`config.mk`:
```
export PLATFORM = sky130hd
export DESIGN_NAME = tccw_ctrl
export DESIGN_NICKNAME = d
export VERILOG_FILES = /design/src/hw/rtl/tccw_pkg.sv /design/src/hw/rtl/tccw_ctrl.sv
export SDC_FILE = /design/constraint.sdc
export NUM_CORES = 1
export LEC_CHECK = 0
export ABC_AREA = 1
export BUFFER_PORTS_ARGS = -buffer_cell sky130_fd_sc_hd__buf_2
export CAP_MARGIN = 20
export CORE_AREA = 2 2 39 41
export DETAILED_ROUTE_END_ITERATION = 7
export DIE_AREA = 0 0 41 43
export PLACE_DENSITY = 0.71
export SLEW_MARGIN = 15
export SYNTH_ARGS = -nofsm -noshare
export SYNTH_HDL_FRONTEND = slang
export SYNTH_SLANG_ARGS = --single-unit
```
`constraint.sdc`:
```
create_clock -name clk -period 1.6 [get_ports clk]
set_input_delay 0.32 -clock clk [delete_from_list [all_inputs] [get_ports clk]]
set_output_delay 0.32 -clock clk [all_outputs]
set_load 0.1 [all_outputs]
```
`src/hw/rtl/tccw_pkg.sv`:
```
// Shared constants, codes and types for the text console character writer.
`timescale 1ns / 1ps
package tccw_pkg;
    localparam int COLUMNS_DEF = 80;
    localparam int ROWS_DEF    = 25;
    localparam logic [15:0] BLANK_CELL = 16'h0F20;
    localparam logic [7:0]  ATTR_BYTE  = 8'h0F;
    localparam logic [7:0]  CH_BS  = 8'h08;
    localparam logic [7:0]  CH_TAB = 8'h09;
    localparam logic [7:0]  CH_LF  = 8'h0A;
    localparam logic [7:0]  CH_CR  = 8'h0D;
    localparam logic [2:0] OP_PUT    = 3'd0;
    localparam logic [2:0] OP_SETCUR = 3'd1;
    localparam logic [2:0] OP_CLEAR  = 3'd2;
    localparam logic [2:0] OP_DELETE = 3'd3;
    localparam logic [2:0] OP_INSERT = 3'd4;
    localparam logic [2:0] OP_READ   = 3'd5;

    // controller to datapath
    typedef struct packed {
        logic load;       // capture op fields
        logic cursor_upd; // apply cursor math for op
        logic scroll_fix; // after scroll: row to last, hw update
        logic addr_init;  // start a sweep
        logic addr_step;  // advance sweep
        logic mem_rd;     // issue read at sweep source
        logic mem_wr;     // write sweep destination
        logic wr_char;    // write printable char at cursor
        logic rd_cell;    // issue read of read_index
        logic out_fire;   // present result
    } tccw_cmd_t;

    // datapath to controller
    typedef struct packed {
        logic need_scroll;
        logic sweep_last;
        logic printable;
    } tccw_sts_t;
endpackage

```
`src/hw/rtl/tccw_ctrl.sv`:
```
// Controller state machine sequencing each command.
`timescale 1ns / 1ps
module tccw_ctrl (
    input  logic                clk,
    input  logic                rst_n,
    input  logic                start,
    input  logic                clearing,
    input  logic [2:0]          op,
    output logic                busy,
    output logic                done,
    output tccw_pkg::tccw_cmd_t cmd,
    input  tccw_pkg::tccw_sts_t sts
);
    import tccw_pkg::*;
    localparam logic [2:0] S_IDLE  = 3'd0;
    localparam logic [2:0] S_EXEC  = 3'd1;
    localparam logic [2:0] S_PRIME = 3'd2;
    localparam logic [2:0] S_SWEEP = 3'd3;
    localparam logic [2:0] S_RWAIT = 3'd4;
    localparam logic [2:0] S_RDONE = 3'd5;
    localparam logic [2:0] S_OUT   = 3'd6;

    logic [2:0] state_reg, state_next;
    logic [2:0] op_reg;
    logic       scroll_reg, scroll_next;

    always_comb
    begin
        cmd = '0;
        state_next = state_reg;
        scroll_next = scroll_reg;
        done = 1'b0;
        case (state_reg)
            S_IDLE:
            begin
                if (start && !clearing)
                begin
                    cmd.load = 1'b1;
                    state_next = S_EXEC;
                end
            end
            S_EXEC:
            begin
                scroll_next = 1'b0;
                case (op_reg)
                    OP_PUT:
                    begin
                        cmd.wr_char = sts.printable;
                        cmd.cursor_upd = 1'b1;
                        state_next = S_RWAIT;
                    end
                    OP_CLEAR, OP_DELETE, OP_INSERT:
                    begin
                        cmd.cursor_upd = 1'b1;
                        cmd.addr_init = 1'b1;
                        state_next = S_PRIME;
                    end
                    OP_READ:
                    begin
                        cmd.rd_cell = 1'b1;
                        state_next = S_RWAIT;
                    end
                    default:
                    begin
                        cmd.cursor_upd = 1'b1;
                        state_next = S_OUT;
                    end
                endcase
            end
            S_RWAIT:
            begin
                if (op_reg == OP_PUT && sts.need_scroll)
                begin
                    cmd.addr_init = 1'b1;
                    scroll_next = 1'b1;
                    state_next = S_PRIME;
                end
                else
                    state_next = S_OUT;
            end
            S_PRIME:
            begin
                cmd.mem_rd = 1'b1;
                state_next = S_SWEEP;
            end
            S_SWEEP:
            begin
                cmd.mem_wr = 1'b1;
                cmd.addr_step = 1'b1;
                if (sts.sweep_last)
                    state_next = S_RDONE;
            end
            S_RDONE:
            begin
                cmd.scroll_fix = scroll_reg;
                state_next = S_OUT;
            end
            S_OUT:
            begin
                cmd.out_fire = 1'b1;
                done = 1'b1;
                state_next = S_IDLE;
            end
            default: state_next = S_IDLE;
        endcase
    end

    assign busy = (state_reg != S_IDLE) || clearing;

    always_ff @(posedge clk or negedge rst_n)
    begin
        if (!rst_n)
        begin
            state_reg <= S_IDLE;
            scroll_reg <= 1'b0;
        end
        else
        begin
            state_reg <= state_next;
            scroll_reg <= scroll_next;
        end
    end

    always_ff @(posedge clk)
    begin
        if (cmd.load)
            op_reg <= op;
    end
endmodule

```
Word level (Yosys, flattened, before mapping)

Cells that the tools add are included.

Add/sub/neg operators: 0
$mul: 0
Divide/modulo/power cells: 0
Order comparisons: 0
Eq/ne operators: 13
Shifts and indexed selects: 0
Muxes and demuxes: 21
Bitwise logic cells: 0
Reductions and logical operators: 12

Operators by type and width:

| operator                                                              | count |
|---|---|
| 3-bit one-hot mux with 6 select lines                                 | 1 |
| 3-bit equality test, second input constant                            | 5 |
| 1-bit 2-to-1 mux                                                      | 13 |
| 3-bit by 2-bit equality test with 1-bit output, second input constant | 4 |
| 3-bit 2-to-1 mux                                                      | 3 |
| 3-bit logical NOT                                                     | 2 |
| 2-bit != test, second input constant                                  | 3 |
| 3-bit one-hot mux with 2 select lines                                 | 1 |
| 1-bit one-hot mux with 2 select lines                                 | 2 |
| 2-bit AND reduction                                                   | 2 |
| 3-bit by 1-bit equality test with 1-bit output, second input constant | 1 |
| 3-bit nonzero test                                                    | 1 |
| 3-bit OR reduction                                                    | 1 |
| 1-bit logical AND                                                     | 2 |
| 2-bit 2-to-1 mux                                                      | 1 |
| 2-bit nonzero test                                                    | 1 |
| 2-bit OR reduction                                                    | 1 |
| 1-bit logical NOT                                                     | 1 |
| 1-bit logical OR                                                      | 1 |

Flip-flop bits (word level): 7
Bits in latches: 0
Bits in writable memories: 0
Memory bits (read-only): 0
Input bits: 10
Word-level logic and storage cells: 49
Memories: 0

Longest topological paths before layout

Depth in word-level cells: 4
Gate-level depth with buffers: 7

Worst setup path before layout

No wires, ideal clock.

Path kind: register -> register
Start: register state_reg[0]
End: register op_reg[0] (enable)
Arrival time: 2727 ps
Data required time: 1178 ps
Setup slack: -1548 ps
Cell stages (with the launch flop): 5
Buffers on the path: 0
Cell sequence: dfrtp_1 > nor2_1 > nand2_1 > or2_1 > nor2_1

RTL lines:

| what                   | line             | RTL |
|---|---|---|
| start, declared        | tccw_ctrl.sv:23  | `logic [2:0] state_reg, state_next;` |
| start signal, assigned | tccw_ctrl.sv:119 | `state_reg <= state_next;` |
| end signal, assigned   | tccw_ctrl.sv:127 | `op_reg <= op;` |
| end, declared          | tccw_ctrl.sv:24  | `logic [2:0] op_reg;` |

==> out/results.txt <==
DP Area: 817.0 um^2
DRC: 0
Die Wd: 41 um
Unrepaired setup endpoints after global routing: true
Gpl congestion: 0.7663
Die ar.: 1763 um^2
Clock transition at path regs: 0.05 ns
Final Cell Area: 1011 um^2
Failing checks: setup timing
Total CTS buffers: 3
Worst Hold Class: input port to flip-flop
Max_cap viols: 0
Commonest non-fill, non-tap cell in the layout: buf_4
Syn Nets: 72
Placed cells: 102
Initial antenna violation count: 0
Maximum clock path buffer count: 2
Tcrit/Tclk final: 107.8%
Post-synthesis mux area share: 0%
Final worst slack: -0.1248 ns
Wirelength per Cell: 11.09 um
CTS tree: yes
Non-filler cells in the finished layout: 117
Adder-Cell Fraction of Synth Area: 0%
R2r endpoint: op_reg[0]
Slew @ Worst Pin: 0.2768 ns
Filler cells: 92
Xor/xnor share of the synthesized area: 0%
FF-to-FF setup slack: 0.12 ns
Drt total wl: 1298 um
Peak supply drop: 1.358 mV
Syn avg cell area: 7.023 um^2
Antenna Nets Post-Route: 0
Setup crit start kind: flip-flop
Critical Path RT: 1.28 ns
Minimum clock period: 1.725 ns
Core ar.: 1384 um^2
Die height: 43 um
Post-Synth Simple-Gate Area: 35.92%
Yosys warns: 0
Pin count of the biggest net entering global routing: 5
Synth Register Bits: 7
Port Buffers: 21
Critical R2R Launch: state_reg[0]
Gr ovfl total: 0
Gate Count Post-Synth: 62
Critical path endpoint: cmd[6]
Final Total Pwr: 2.137 mW
Synth Area in Compound Gates: 8.333%
First-pass GRT wire length: 1904 um
Layout cell share with drive strength beyond 1: 63.37%
Crit end category: output port
Critical path data arrival time: 1.40 ns
Slew margin rel.: 81.69%
Detail Placement HPWL: 910.5 um
Status: finished, violations left
Commonest cells after routing, fill and taps aside: buf_4 (14), buf_12 (11), buf_2 (9)
Ant diodes: 0
Worst Skew: 0.0007904 ns
Total GRT Usage: 15.89%
Main combinational cell family by area after synthesis: simple AND/OR/NAND/NOR gates
Clk sinks: 7
Via density: 4.769
CP Class: flip-flop to output port
P per Cell Area: 2114 nW/um^2
Hold WS: 0.2492 ns
Setup TNS: -0.4784 ns
Via Count: 558
CP startpoint: op_reg[0]
Maximum clock frequency: 0.5798 GHz
Final hold vios: 0
FP Rows: 14
Fin nets: 112
Initial core utilization: 31.46%
Final setup viols: 6
Mapped cell area: 435.4 um^2
Top Ports: 22
Final Util: 73.06%
Footprint of the multi-input gates: 325.3 um^2
Worst r2r path cells: 6
Static leakage: 0.4464 nW
Slew Limit Fails: 0
Crit Path Max Fanout: 3
CTS root buf: clkbuf_4
Reg area: 190.2 um^2
Clk_lat worst skew: 0.24 ns
Vias in the first global route: 528
Initial DRT Pass Iterations: 4
Post-synthesis to final-layout area growth: 132.2%
Seq/Total Area, Yosys: 43.68%
CTS H-tree depth: 1
Iter 0 DRT Violations: 6
Dpl ws: 0.05522 ns
Yosys cell types: 13
==> power by group <==
group / internal, mW / switching [mW] / total (mW)
Clock: 0.0947 / 0.0584 / 0.153
Combinational: 0.624 / 1.08 / 1.70
Sequential: 0.241 / 0.0388 / 0.280
==> worst min path at each step <==
stage / slack (ns) / end / startpoint / depth (start not counted)
6_report: 0.25 / op_reg[1] / op[1] / 1
4_1_cts: 0.24 / op_reg[1] / op[1] / 1
5_1_grt: 0.24 / op_reg[2] / op[2] / 1
3_3_place_gp: 0.13 / state_reg[2] / rst_n / 1
3_5_place_dp: 0.13 / state_reg[2] / rst_n / 1
2_1_floorplan: 0.02 / scroll_reg / rst_n / 0
==> area by class of cell <==
| class | instances | area share [%] |
|---|---|---|
| tap | 16 | 1.980 |
| inverter | 10 | 4.579 |
| sequential | 7 | 18.81 |
| clock buffer | 4 | 2.599 |
| multi-input combinational | 43 | 32.18 |
| timing repair buffer | 37 | 39.85 |
==> metal layers <==
layer  global-route usage [%]  part of all wire (%)  wire length [um]  vias to the layer above
li1                         -                     -                 -                      277
met1                    17.85                    38               495                      259
met2                    25.31                    56               728                       20
met3                    3.665                   4.5                58                        2
met4                    10.00                   1.2                16                        0
met5                        0                     0                 0                        -
==> repair_timing <==
item | in CTS | in global routing
gates resized for setup | 7 | 19
hold endpoints to repair | 4 | 0
pin swaps | 5 | 6
setup buffers | 7 | 3
hold buffers | 1 | 0
setup endpoints to repair | 6 | 12
==> synthesized netlist by cell type (all sizes together) <==
cell type / instances / share of area [%]
a21oi: 1 / 1.1
a31oi: 1 / 1.4
buf: 2 / 3.4
dfrtp: 4 / 23
edfxtp: 3 / 21
inv: 10 / 8.6
nand2: 11 / 9.5
nand3: 8 / 9.2
nor2: 13 / 11
nor3b: 1 / 1.7
o21ai: 5 / 5.7
or2: 3 / 4.3
==> critical path, stage by stage, from the launching register on <==
cell,delay [ns]
edfxtp_1,0.41
nor2_2,0.16
nand3_1,0.10
or2_4,0.26
nand2_4,0.06
buf_12,0.17
==> cells by family (layout without fill, tap and decap cells) <==
kind of cell	after synthesis	count (layout)
DFF	7	7
buffers and inverters	12	51
and+or+nand+nor	36	36
AOI/OAI and AO/OA	7	7
Power figures use the tool's default switching activity.
